<file path="src/design/ffba_pkg.sv">
// ----------------------------------------------------------------------------
// First-fit block allocator package
// Command and status codes, and the word that travels along the cell chain.
// ----------------------------------------------------------------------------
`timescale 1ns / 1ps
`default_nettype none

package ffba_pkg;

    localparam int CMD_W  = 2;
    localparam int SIZE_W = 16;
    localparam int ID_W   = 5;

    localparam logic [CMD_W-1:0] CMD_ADD   = 2'd0;
    localparam logic [CMD_W-1:0] CMD_ALLOC = 2'd1;
    localparam logic [CMD_W-1:0] CMD_FREE  = 2'd2;

    typedef enum logic [1:0] {
        ST_OK        = 2'd0,
        ST_NO_FIT    = 2'd1,
        ST_NOT_FOUND = 2'd2,
        ST_FULL      = 2'd3
    } status_e_t;

    typedef struct packed {
        status_e_t         status;
        logic [ID_W-1:0]   id;
        logic [SIZE_W-1:0] size;
    } result_t;

    typedef struct packed {
        logic              active;
        logic [CMD_W-1:0]  cmd;
        logic [SIZE_W-1:0] req_size;
        logic [ID_W-1:0]   block_id;
        logic              done;
        result_t           res;
    } token_t;

endpackage

`default_nettype wire

</file>
<file path="src/design/ffba_cell.sv">
// ----------------------------------------------------------------------------
// First-fit block allocator cell
// Holds one table entry and serves the command word as it passes by.
// ----------------------------------------------------------------------------
`timescale 1ns / 1ps
`default_nettype none

module ffba_cell #(
    parameter int INDEX     = 0,
    parameter int SIZE_BITS = 16,
    parameter int COUNT_W   = 5
) (
    input  wire logic               clk,
    input  wire logic               rst_n,
    input  wire ffba_pkg::token_t   tok_in,
    input  wire logic [COUNT_W-1:0] count,
    output ffba_pkg::token_t        tok_out
);

    localparam int CMP_W = (SIZE_BITS > ffba_pkg::SIZE_W) ? SIZE_BITS : ffba_pkg::SIZE_W;
    localparam int IDX_CMP_W = COUNT_W + 2;

    logic [SIZE_BITS-1:0] size_reg;
    logic                 free_reg;
    ffba_pkg::token_t     tok_reg;
    ffba_pkg::token_t     tok_next;

    logic size_we;
    logic free_we;
    logic free_val;
    logic at_tail;
    logic in_use;
    logic id_match;
    logic fits;

    assign at_tail  = (count == COUNT_W'(INDEX));
    assign in_use   = (COUNT_W'(INDEX) < count);
    assign id_match = (IDX_CMP_W'(tok_in.block_id) == IDX_CMP_W'(INDEX + 1));
    assign fits     = (CMP_W'(size_reg) >= CMP_W'(tok_in.req_size));

    always_comb
    begin
        tok_next = tok_in;
        size_we  = 1'b0;
        free_we  = 1'b0;
        free_val = 1'b0;
        if (tok_in.active && !tok_in.done)
        begin
            case (tok_in.cmd)
                ffba_pkg::CMD_ADD:
                begin
                    if (at_tail)
                    begin
                        size_we           = 1'b1;
                        free_we           = 1'b1;
                        free_val          = 1'b1;
                        tok_next.done     = 1'b1;
                        tok_next.res      = '{ffba_pkg::ST_OK,
                                              ffba_pkg::ID_W'(INDEX + 1),
                                              tok_in.req_size};
                    end
                end
                ffba_pkg::CMD_ALLOC:
                begin
                    if (in_use && free_reg && fits)
                    begin
                        free_we           = 1'b1;
                        free_val          = 1'b0;
                        tok_next.done     = 1'b1;
                        tok_next.res      = '{ffba_pkg::ST_OK,
                                              ffba_pkg::ID_W'(INDEX + 1),
                                              ffba_pkg::SIZE_W'(size_reg)};
                    end
                end
                ffba_pkg::CMD_FREE:
                begin
                    if (in_use && id_match && !free_reg)
                    begin
                        free_we           = 1'b1;
                        free_val          = 1'b1;
                        tok_next.done     = 1'b1;
                        tok_next.res      = '{ffba_pkg::ST_OK,
                                              ffba_pkg::ID_W'(INDEX + 1),
                                              ffba_pkg::SIZE_W'(size_reg)};
                    end
                end
                default:
                begin
                end
            endcase
        end
    end

    always_ff @(posedge clk)
    begin
        if (size_we)
        begin
            size_reg <= SIZE_BITS'(tok_in.req_size);
        end
        if (free_we)
        begin
            free_reg <= free_val;
        end
    end

    always_ff @(posedge clk or negedge rst_n)
    begin
        if (!rst_n)
        begin
            tok_reg <= '0;
        end
        else
        begin
            tok_reg <= tok_next;
        end
    end

    assign tok_out = tok_reg;

endmodule

`default_nettype wire

</file>
<file path="src/design/first_fit_block_allocator.sv">
// ----------------------------------------------------------------------------
// First-fit block allocator
// Keeps an append-ordered table of blocks, each a size and a free mark, in a
// row of MAX_BLOCKS cells. Each accepted word (add, allocate or free) walks
// the row one cell per cycle, and its result word is registered at the output
// after it leaves the last cell. The next command is taken only once the
// previous one has left the last cell and no result word waits in the hold
// register, so only one command is in the row at a time. One result word can wait at the
// output while the next command runs. Block identifiers are one-based.
// ----------------------------------------------------------------------------
`timescale 1ns / 1ps
`default_nettype none

module first_fit_block_allocator #(
    parameter int MAX_BLOCKS = 16,
    parameter int SIZE_BITS  = 16
) (
    input  wire logic                          clk,
    input  wire logic                          rst_n,
    input  wire logic                          in_valid,
    output logic                               in_stall,
    input  wire logic [ffba_pkg::CMD_W-1:0]    command,
    input  wire logic [ffba_pkg::SIZE_W-1:0]   size,
    input  wire logic [ffba_pkg::ID_W-1:0]     block_id,
    output logic                               out_valid,
    input  wire logic                          out_stall,
    output logic [1:0]                         status,
    output logic [ffba_pkg::ID_W-1:0]          result_id,
    output logic [ffba_pkg::SIZE_W-1:0]        result_size
);

    localparam int COUNT_W = $clog2(MAX_BLOCKS + 1);
    localparam logic [ffba_pkg::SIZE_W-1:0] REQ_MASK =
        (SIZE_BITS >= ffba_pkg::SIZE_W) ? {ffba_pkg::SIZE_W{1'b1}}
                                        : ffba_pkg::SIZE_W'((32'd1 << SIZE_BITS) - 32'd1);

    ffba_pkg::token_t tok [0:MAX_BLOCKS];
    ffba_pkg::token_t exit_tok;
    ffba_pkg::result_t exit_res;
    ffba_pkg::result_t out_word_reg;
    ffba_pkg::result_t hold_word_reg;

    logic [COUNT_W-1:0] count_reg;
    logic busy_reg;
    logic out_valid_reg;
    logic hold_valid_reg;
    logic accept;
    logic out_free;

    assign in_stall = busy_reg || hold_valid_reg;
    assign accept   = in_valid && !in_stall;

    always_comb
    begin
        tok[0]          = '0;
        tok[0].active   = accept;
        tok[0].cmd      = command;
        tok[0].req_size = size & REQ_MASK;
        tok[0].block_id = block_id;
        tok[0].done     = 1'b0;
        tok[0].res      = '{ffba_pkg::ST_OK, '0, '0};
    end

    for (genvar i = 0; i < MAX_BLOCKS; i++)
    begin : g_cell
        ffba_cell #(
            .INDEX     (i),
            .SIZE_BITS (SIZE_BITS),
            .COUNT_W   (COUNT_W)
        ) u_cell (
            .clk     (clk),
            .rst_n   (rst_n),
            .tok_in  (tok[i]),
            .count   (count_reg),
            .tok_out (tok[i+1])
        );
    end

    assign exit_tok = tok[MAX_BLOCKS];

    always_comb
    begin
        if (exit_tok.done)
        begin
            exit_res = exit_tok.res;
        end
        else if (exit_tok.cmd == ffba_pkg::CMD_ADD)
        begin
            exit_res = '{ffba_pkg::ST_FULL, '0, '0};
        end
        else if (exit_tok.cmd == ffba_pkg::CMD_ALLOC)
        begin
            exit_res = '{ffba_pkg::ST_NO_FIT, '0, '0};
        end
        else
        begin
            exit_res = '{ffba_pkg::ST_NOT_FOUND, '0, '0};
        end
    end

    assign out_free = !out_valid_reg || !out_stall;

    always_ff @(posedge clk or negedge rst_n)
    begin
        if (!rst_n)
        begin
            busy_reg       <= 1'b0;
            count_reg      <= '0;
            out_valid_reg  <= 1'b0;
            hold_valid_reg <= 1'b0;
        end
        else
        begin
            if (accept)
            begin
                busy_reg <= 1'b1;
            end
            else if (exit_tok.active)
            begin
                busy_reg <= 1'b0;
            end

            if (exit_tok.active && exit_tok.done && (exit_tok.cmd == ffba_pkg::CMD_ADD))
            begin
                count_reg <= count_reg + 1'b1;
            end

            if (out_free)
            begin
                if (hold_valid_reg)
                begin
                    out_valid_reg  <= 1'b1;
                    hold_valid_reg <= exit_tok.active;
                end
                else
                begin
                    out_valid_reg <= exit_tok.active;
                end
            end
            else if (exit_tok.active)
            begin
                hold_valid_reg <= 1'b1;
            end
        end
    end

    always_ff @(posedge clk)
    begin
        if (out_free)
        begin
            if (hold_valid_reg)
            begin
                out_word_reg <= hold_word_reg;
                if (exit_tok.active)
                begin
                    hold_word_reg <= exit_res;
                end
            end
            else if (exit_tok.active)
            begin
                out_word_reg <= exit_res;
            end
        end
        else if (exit_tok.active)
        begin
            hold_word_reg <= exit_res;
        end
    end

    assign out_valid   = out_valid_reg;
    assign status      = out_word_reg.status;
    assign result_id   = out_word_reg.id;
    assign result_size = out_word_reg.size;

`ifndef SYNTHESIS
    a_accept_sets_busy: assert property (@(posedge clk) disable iff (!rst_n)
        accept |=> busy_reg)
        else $error("Accepted word did not mark the block busy.");

    a_exit_hold_empty: assert property (@(posedge clk) disable iff (!rst_n)
        exit_tok.active |-> (busy_reg && !hold_valid_reg))
        else $error("Result word left the chain with no room to land.");

    a_count_bound: assert property (@(posedge clk) disable iff (!rst_n)
        count_reg <= COUNT_W'(MAX_BLOCKS))
        else $error("Block count exceeds table depth.");

    a_single_word: assert property (@(posedge clk) disable iff (!rst_n)
        busy_reg |-> !accept)
        else $error("Word accepted while another is in the chain.");
`endif

endmodule

`default_nettype wire

</file>
<file path="config.mk">
export PLATFORM = sky130hd
export DESIGN_NAME = first_fit_block_allocator
export DESIGN_NICKNAME = d
export VERILOG_FILES = /design/src/design/ffba_pkg.sv /design/src/design/ffba_cell.sv /design/src/design/first_fit_block_allocator.sv
export SDC_FILE = /design/constraint.sdc
export NUM_CORES = 2
export LEC_CHECK = 0
export BUFFER_PORTS_ARGS = -buffer_cell sky130_fd_sc_hd__clkbuf_2
export CAP_MARGIN = 20
export CORE_AREA = 2 2 424 300
export CTS_BUF_LIST = sky130_fd_sc_hd__clkbuf_8
export DETAILED_ROUTE_END_ITERATION = 6
export DIE_AREA = 0 0 426 302
export PLACE_DENSITY_LB_ADDON = 0.08
export RECOVER_POWER = 100
export SLEW_MARGIN = 20
export SYNTH_ARGS = -nofsm -noshare
export SYNTH_HDL_FRONTEND = slang
export SYNTH_SLANG_ARGS = --single-unit
</file>
<file path="constraint.sdc">
create_clock -name clk -period 3.35 [get_ports clk]
set_clock_uncertainty 0.15 [all_clocks]
set_input_delay 0.67 -clock clk [delete_from_list [all_inputs] [get_ports clk]]
set_output_delay 0.67 -clock clk [all_outputs]
set_load 0.01 [all_outputs]
</file>
# Yosys cells after proc, flatten, opt, wreduce, memory -nomap -nowiden
# Cells that the tools add are included.
# word_totals
register_bits	1073
inputBits	27
out_inout_bits	25
wordCells	628
# classes
addsub	1
magnitude_cmp	32
eq_ne	65
n_mux	222
n_reduce_logical	140
# ops
op	count
$mux 24	64
$pmux 24 s3	16
$ge 16x16->1	16
$mux 23	8
$mux 1	102
$logic_and 1x1->1	82
$eq 5x4->1 const B	16
$pmux 1 s3	16
$eq 5x3->1 const B	8
$lt 4x5->1 const A	8
$eq 2x1->1 const B	17
$logic_not 1->1	34
$logic_not 2->1	17
$eq 2x2->1 const B	16
$pmux 1 s2	16
$eq 5x2->1 const B	4
$lt 3x5->1 const A	4
$eq 5x1->1 const B	2
$lt 1x5->1 const A	2
$lt 2x5->1 const A	2
$reduce_bool 2->1	3
$add 5x1->5 const B	1
$eq 5x5->1 const B	1
$logic_not 5->1	1
3 further kinds	4

# Logic depth before layout (Yosys ltp)
# depth
depth_word	7
depth_mapped	11
ltp_nobuf	9

# Modules after synthesis
# A second synthesis with hierarchy kept.
# unflattened
hier_cells	3792
hier_area_um2	47928.5
# modules_own_cells
mod	instances	cells_each	area_per_inst_um2	seq_area_each_um2
ffba_cell (g_cell[3].u_cell)	1	264	3106.7	1711.6
ffba_cell (g_cell[15].u_cell)	1	279	3050.4	1711.6
ffba_cell (g_cell[2].u_cell)	1	243	3044.2	1711.6
ffba_cell (g_cell[5].u_cell)	1	242	2925.3	1711.6
ffba_cell (g_cell[12].u_cell)	1	225	2854.0	1711.6
ffba_cell (g_cell[6].u_cell)	1	216	2849.0	1711.6
ffba_cell (g_cell[10].u_cell)	1	221	2845.2	1711.6
ffba_cell (g_cell[7].u_cell)	1	233	2841.5	1711.6
ffba_cell (g_cell[4].u_cell)	1	218	2831.5	1711.6
ffba_cell (g_cell[0].u_cell)	1	223	2797.7	1711.6
ffba_cell (g_cell[8].u_cell)	1	226	2787.7	1711.6
ffba_cell (g_cell[11].u_cell)	1	209	2783.9	1711.6
ffba_cell (g_cell[1].u_cell)	1	222	2778.9	1711.6
ffba_cell (g_cell[14].u_cell)	1	224	2770.2	1711.6
3 more rows	n/a	n/a	n/a	n/a

# Worst setup path before layout
# No wires, ideal clock.
# synth_timing
path_type	reg-to-reg
start	register g_cell[13].u_cell.tok_reg, in the netlist g_cell[13].u_cell.tok_out[23]
end	register g_cell[14].u_cell.size_reg[0], enable pin
setup_ps	430
arrival_ps	2797
required_time_ps	2770
setup_slack_ps	-27
path_stages_with_launch	7
path_buffers	3
synth_period_minus_slack_ps	3377
path_cell_list	dfrtp_1 -> nor2b_1 -> clkbuf_1 -> nand2_1 -> clkbuf_1 -> buf_1 -> nor4_1
# synth_between
elab_chain_cells	3
# synth_rtl
item	line	text
from (decl)	ffba_cell.sv:25	ffba_pkg::token_t tok_reg;
from (signal assigned)	ffba_cell.sv:114	tok_reg <= tok_next;
$logic_not 1->1	ffba_cell.sv:47	if (tok_in.active && !tok_in.done)
$logic_and 1x1->1	ffba_cell.sv:47	
$mux 1	ffba_cell.sv:47	
named net g_cell[14].u_cell.size_we	ffba_cell.sv:28	logic size_we;
to (signal assigned)	ffba_cell.sv:98	size_reg <= SIZE_BITS'(tok_in.req_size);
to (decl)	ffba_cell.sv:23	logic [SIZE_BITS-1:0] size_reg;
# The timed path passes the listed nets, and every way through them passes these cells.
# A chain may end at the register's enable or synchronous reset.

==> summary.md <==
| Metric | Value |
|---|---|
| Growth of design area from synthesis to finish | `15.7%` |
| Post-Syn Area | `about 43000 um^2` |
| Number of antenna violations at the first check in global routing | `14` |
| Clock buffer count from CTS | `around 170` |
| Kind of cell adding the most delay to the critical path | `buffers and inverters` |
| Detail Placement HPWL | `90200 um` |
| Commonest non-fill, non-tap cells in the layout | `sky130_fd_sc_hd__dfrtp_1 (692), sky130_fd_sc_hd__inv_1 (410), sky130_fd_sc_hd__edfxtp_1 (318)` |
| Post-route cell area | `approximately 50000 um^2` |
| Number of clock sinks | `1014` |
| Die outline width | `around 430 um` |
| Startpoint kind of the worst setup timing path | `flop` |
| Wire length of the first global-routing pass | `approximately 190000 um` |
| Proportion of synthesized flip-flops having asynchronous set or reset | `68.6%` |
| Height of the die | `a little over 300 um` |
| Worst Hold Slack | `0.198 ns` |
| RD Place Congestion | `0.846` |
| Number of synthesized flops with an enable pin | `318` |
| Measured slew at the worst slew-check pin | `1.46 ns` |
| Violated checks | `capacitance limit` |
| I/O pins | `52` |
| Arrival time at the worst endpoint | `3.87 ns` |
| Net count of the finished layout | `roughly 4k` |
| Register area share after synthesis | `between 60 and 70%` |
| Syn Inst Count | `between 3k and 4k` |
| Vias in the first global route | `a little under 30k` |
| Endpoints failing setup | `0` |
| Mean Syn Cell Area | `around 13 um^2` |
| Required time reported for the critical path endpoint | `3.94 ns` |
| Combined buffer and inverter count along the critical path | `4` |
| Filler Cells Inserted | `roughly 12k` |
| Die footprint | `129000 um^2` |
| Share of power burned in combinational logic | `3.0%` |
| Number of nets in the synthesized netlist | `~3.7k` |
| Count of vias placed by the detailed router | `slightly below 30k` |
| Worst-skew pair later-pin latency | `0.88 ns` |
| Delay contributed by the slowest stage of the critical path | `~0.46 ns` |
| Post-route antenna net violation count | `0` |
| Overall routing resource usage | `roughly a fifth` |
| Proportion of layout cells with a drive suffix above 1 | `between 10% and 20%` |
| Critical path fanouts, max | `16` |
| Max-cap check violation count | `1` |
| Top_reg_cell synth | `sky130_fd_sc_hd__dfrtp_1` |
| Share of power burned in the clock network | `about 44%` |
| Slew headroom | `approximately 1.5%` |
| H-tree lvl count | `4` |
| Remaining DRCs | `0` |
| Post-CTS setup repair buffer count | `0` |
| Run status | `finished with violations` |
| Share of total power in sequential cells | `between 50% and 60%` |
| Final period demand of the worst path | `3.29 ns` |
| Total congestion overflow after global routing | `0` |
| Mux cell area share after synthesis | `~1.0%` |
| Switching share of total power | `a little under a quarter` |
| Wirelength, routed | `between 100000 and 150000 um` |
| Detailed Routing Iterations Pass 1 | `6` |
| First DRT Iteration DRCs | `around 2.6k` |
| Leakage component of the power | `~22 nW` |
| Final cell utilization of the core | `~40%` |
| Core outline area | `125000 um^2` |
| Number of pins with negative max-slew slack in the final report | `0` |
| Type of the worst setup path | `flop to flop` |
| Post-synthesis share of cell area spent on xor and xnor gates | `less than 1%` |
| Critical Path Slowest Stage Cell | `sky130_fd_sc_hd__or4_1` |
| Placement row count | `109` |
| Sort of element at the end of the critical path | `flop` |
| Number of flip-flops in the largest register | `slightly below 700` |
| Power density over the cells | `roughly 500 nW/um^2` |
| Worst hold-check path type | `flop to flop` |
| Effective utilization at floorplan | `34.7%` |
| Cell Chain, Critical Path | `clkbuf_1 -> inv_1 -> ha_1 -> and4_1 -> o21ai_0 -> nor4_1 -> or4_1 -> o21ai_1 -> buf_4 -> and3_1 -> o22ai_1 -> buf_2` |
| Count of buffers inserted at the top-level ports | `51` |
| Wire length per cell | `22.4 um` |
| Area fraction in compound gates after synthesis | `16.8%` |
| Most frequent standard cell in the layout excluding fill and tap cells | `sky130_fd_sc_hd__dfrtp_1` |
| Synthesized-area fraction occupied by and/or/nand/nor cells | `roughly 7.9%` |
| Main combinational cell family by area after synthesis | `compound AO/OA/AOI/OAI gates` |
| Via-per-instance ratio | `5.26` |
| Internal power summed over all cells | `around 19 mW` |
| Pwr Total | `approximately 25 mW` |
| Clock tree from TritonCTS | `done` |
| Synth warn | `0` |
| Total cell area at the placement stage | `approximately 47000 um^2` |
| Clock root buffer | `sky130_fd_sc_hd__clkbuf_8` |
| Peak supply drop | `about 0.32 mV` |
| Pin count of the biggest net entering global routing | `between 90 and 100` |
| Clock transition at path regs | `approximately 0.060 ns` |
| Switching power | `5.95 mW` |
| Number of failing hold endpoints at the final stage | `0` |
| Max Fclk | `around 300 MHz` |
| Total negative slack | `0 ns` |
| Count of state elements after synthesis | `1014` |
| Synthesized-area fraction occupied by adder cells | `between 7 and 8%` |
| Final worst-path cycle share | `a little over nine tenths` |
| CTS max path bufs | `3` |
| Netlist cell types | `85` |
-- logic make-up (layout without fill, tap and decap cells) --
family / count (synthesis) / in the layout
other cells: 0 / 6
simple gates: 634 / 634
xor+xnor: 4 / 4
compound gates: 993 / 993
fa+ha+maj: 260 / 260
mux: 40 / 40
buf+inv: 495 / 909
flops: 1014 / 1014
-- timing repair --
| item | in CTS | in global routing |
|---|---|---|
| pin swaps | 0 | 2 |
| endpoints found under the hold margin | 232 | 0 |
| endpoints found under the setup margin | 17 | 92 |
| hold buffers | 25 | 0 |
| resized for setup | 2 | 28 |
-- cell usage after synthesis (9+ instances only) --
cell,number,share of area (%)
sky130_fd_sc_hd__a32o_1,16,0.37
sky130_fd_sc_hd__mux2_2,39,1.0
sky130_fd_sc_hd__nand3_1,14,0.16
sky130_fd_sc_hd__nor3_1,57,0.66
sky130_fd_sc_hd__a211oi_1,32,0.55
sky130_fd_sc_hd__o22a_1,33,0.67
sky130_fd_sc_hd__o221ai_1,16,0.32
sky130_fd_sc_hd__buf_2,17,0.20
sky130_fd_sc_hd__nand2b_1,72,1.0
sky130_fd_sc_hd__a211o_1,18,0.36
sky130_fd_sc_hd__or2_2,9,0.13
sky130_fd_sc_hd__o211ai_1,55,0.95
sky130_fd_sc_hd__a221oi_1,17,0.34
sky130_fd_sc_hd__nor4b_1,10,0.20
sky130_fd_sc_hd__a21oi_1,235,2.7
sky130_fd_sc_hd__a21o_1,98,1.7
sky130_fd_sc_hd__nor4_1,24,0.35
sky130_fd_sc_hd__o32ai_1,13,0.26
sky130_fd_sc_hd__a221o_1,94,2.2
sky130_fd_sc_hd__o21a_1,33,0.57
sky130_fd_sc_hd__clkbuf_1,118,1.0
sky130_fd_sc_hd__a2bb2oi_1,18,0.36
sky130_fd_sc_hd__o21ai_0,88,1.0
sky130_fd_sc_hd__a22oi_1,69,1.2
sky130_fd_sc_hd__a22o_1,20,0.40
sky130_fd_sc_hd__inv_1,351,3.0
sky130_fd_sc_hd__nand4_1,34,0.49
sky130_fd_sc_hd__nor2_1,103,0.89
sky130_fd_sc_hd__or3_1,15,0.22
sky130_fd_sc_hd__o311a_1,18,0.42
sky130_fd_sc_hd__dfrtp_1,696,40
sky130_fd_sc_hd__ha_1,259,7.5
sky130_fd_sc_hd__o2bb2ai_1,68,1.4
sky130_fd_sc_hd__and2_1,47,0.68
sky130_fd_sc_hd__and3_1,33,0.48
sky130_fd_sc_hd__nor2b_1,23,0.33
sky130_fd_sc_hd__edfxtp_1,318,22
sky130_fd_sc_hd__nand2_1,145,1.3
-- power groups by stage --
stage	logic [mW]	registers (mW)	clock network [mW]
after global placement	0.748	13.5	0
after global routing	0.880	13.3	12.2
after detailed placement	0.774	13.5	0
after floorplan	0.360	13.4	0
after CTS	0.805	13.3	11.6
final	0.757	13.3	11.1
-- worst register-to-register path, cell delays in order (launching register included) --
cell and delay [ns]:
sky130_fd_sc_hd__dfrtp_1 0.32, sky130_fd_sc_hd__clkbuf_1 0.45, sky130_fd_sc_hd__inv_1 0.11, sky130_fd_sc_hd__ha_1 0.31, sky130_fd_sc_hd__and4_1 0.18, sky130_fd_sc_hd__o21ai_0 0.08, sky130_fd_sc_hd__nor4_1 0.07, sky130_fd_sc_hd__or4_1 0.46
sky130_fd_sc_hd__o21ai_1 0.26, sky130_fd_sc_hd__buf_4 0.27, sky130_fd_sc_hd__and3_1 0.18, sky130_fd_sc_hd__o22ai_1 0.13, sky130_fd_sc_hd__buf_2 0.20
-- area by class of cell --
class                   instances  area, um^2  share of cell area (%)
well taps                    1665        2080                    4.16
repair buffers                246        1630                    3.25
multi-input cells            1931       14600                    29.1
inverters                     351        1320                    2.63
flip-flops and latches       1014       27000                    53.8
clock inverters                98         553                    1.10
clock buffers                 214        2950                    5.88
diodes                          6        15.0                  0.0300
-- routing by layer --
| layer | GRT usage [%] | vias to the layer above | wire length, um |
|---|---|---|---|
| li1 | - | 13300 | - |
| met1 | 33.5 | 14700 | 68400 |
| met2 | 23.0 | 929 | 44500 |
| met3 | 4.61 | 141 | 9020 |
| met4 | 4.47 | 0 | 1680 |
| met5 | 0 | - | 0 |
-- through the flow --
stage	instances	setup WS, ns
final	5525	0.0644
after global routing	5524	-0.0171
after CTS	5519	-0.00523
after detailed placement	5182	-0.280
after global placement	5181	-0.423
after floorplan	3440	0.156
-- path summary, 6_finish.rpt --
kind,start,to,slack [ns],depth (start not counted)
setup / recovery,g_cell[6].u_cell.tok_out[33],g_cell[7].u_cell.tok_out[7],0.06,12
hold / removal,g_cell[10].u_cell.tok_out[26],g_cell[11].u_cell.tok_out[26],0.20,0
setup reg to reg,g_cell[6].u_cell.tok_out[33],g_cell[7].u_cell.tok_out[7],0.06,12
hold reg to reg,g_cell[10].u_cell.tok_out[26],g_cell[11].u_cell.tok_out[26],0.20,0
max in group asynchronous,rst_n,g_cell[5].u_cell.tok_out[7],0.41,4
min in group asynchronous,rst_n,g_cell[9].u_cell.tok_out[33],0.54,2
Note: power is estimated with default switching activity, not from simulation.
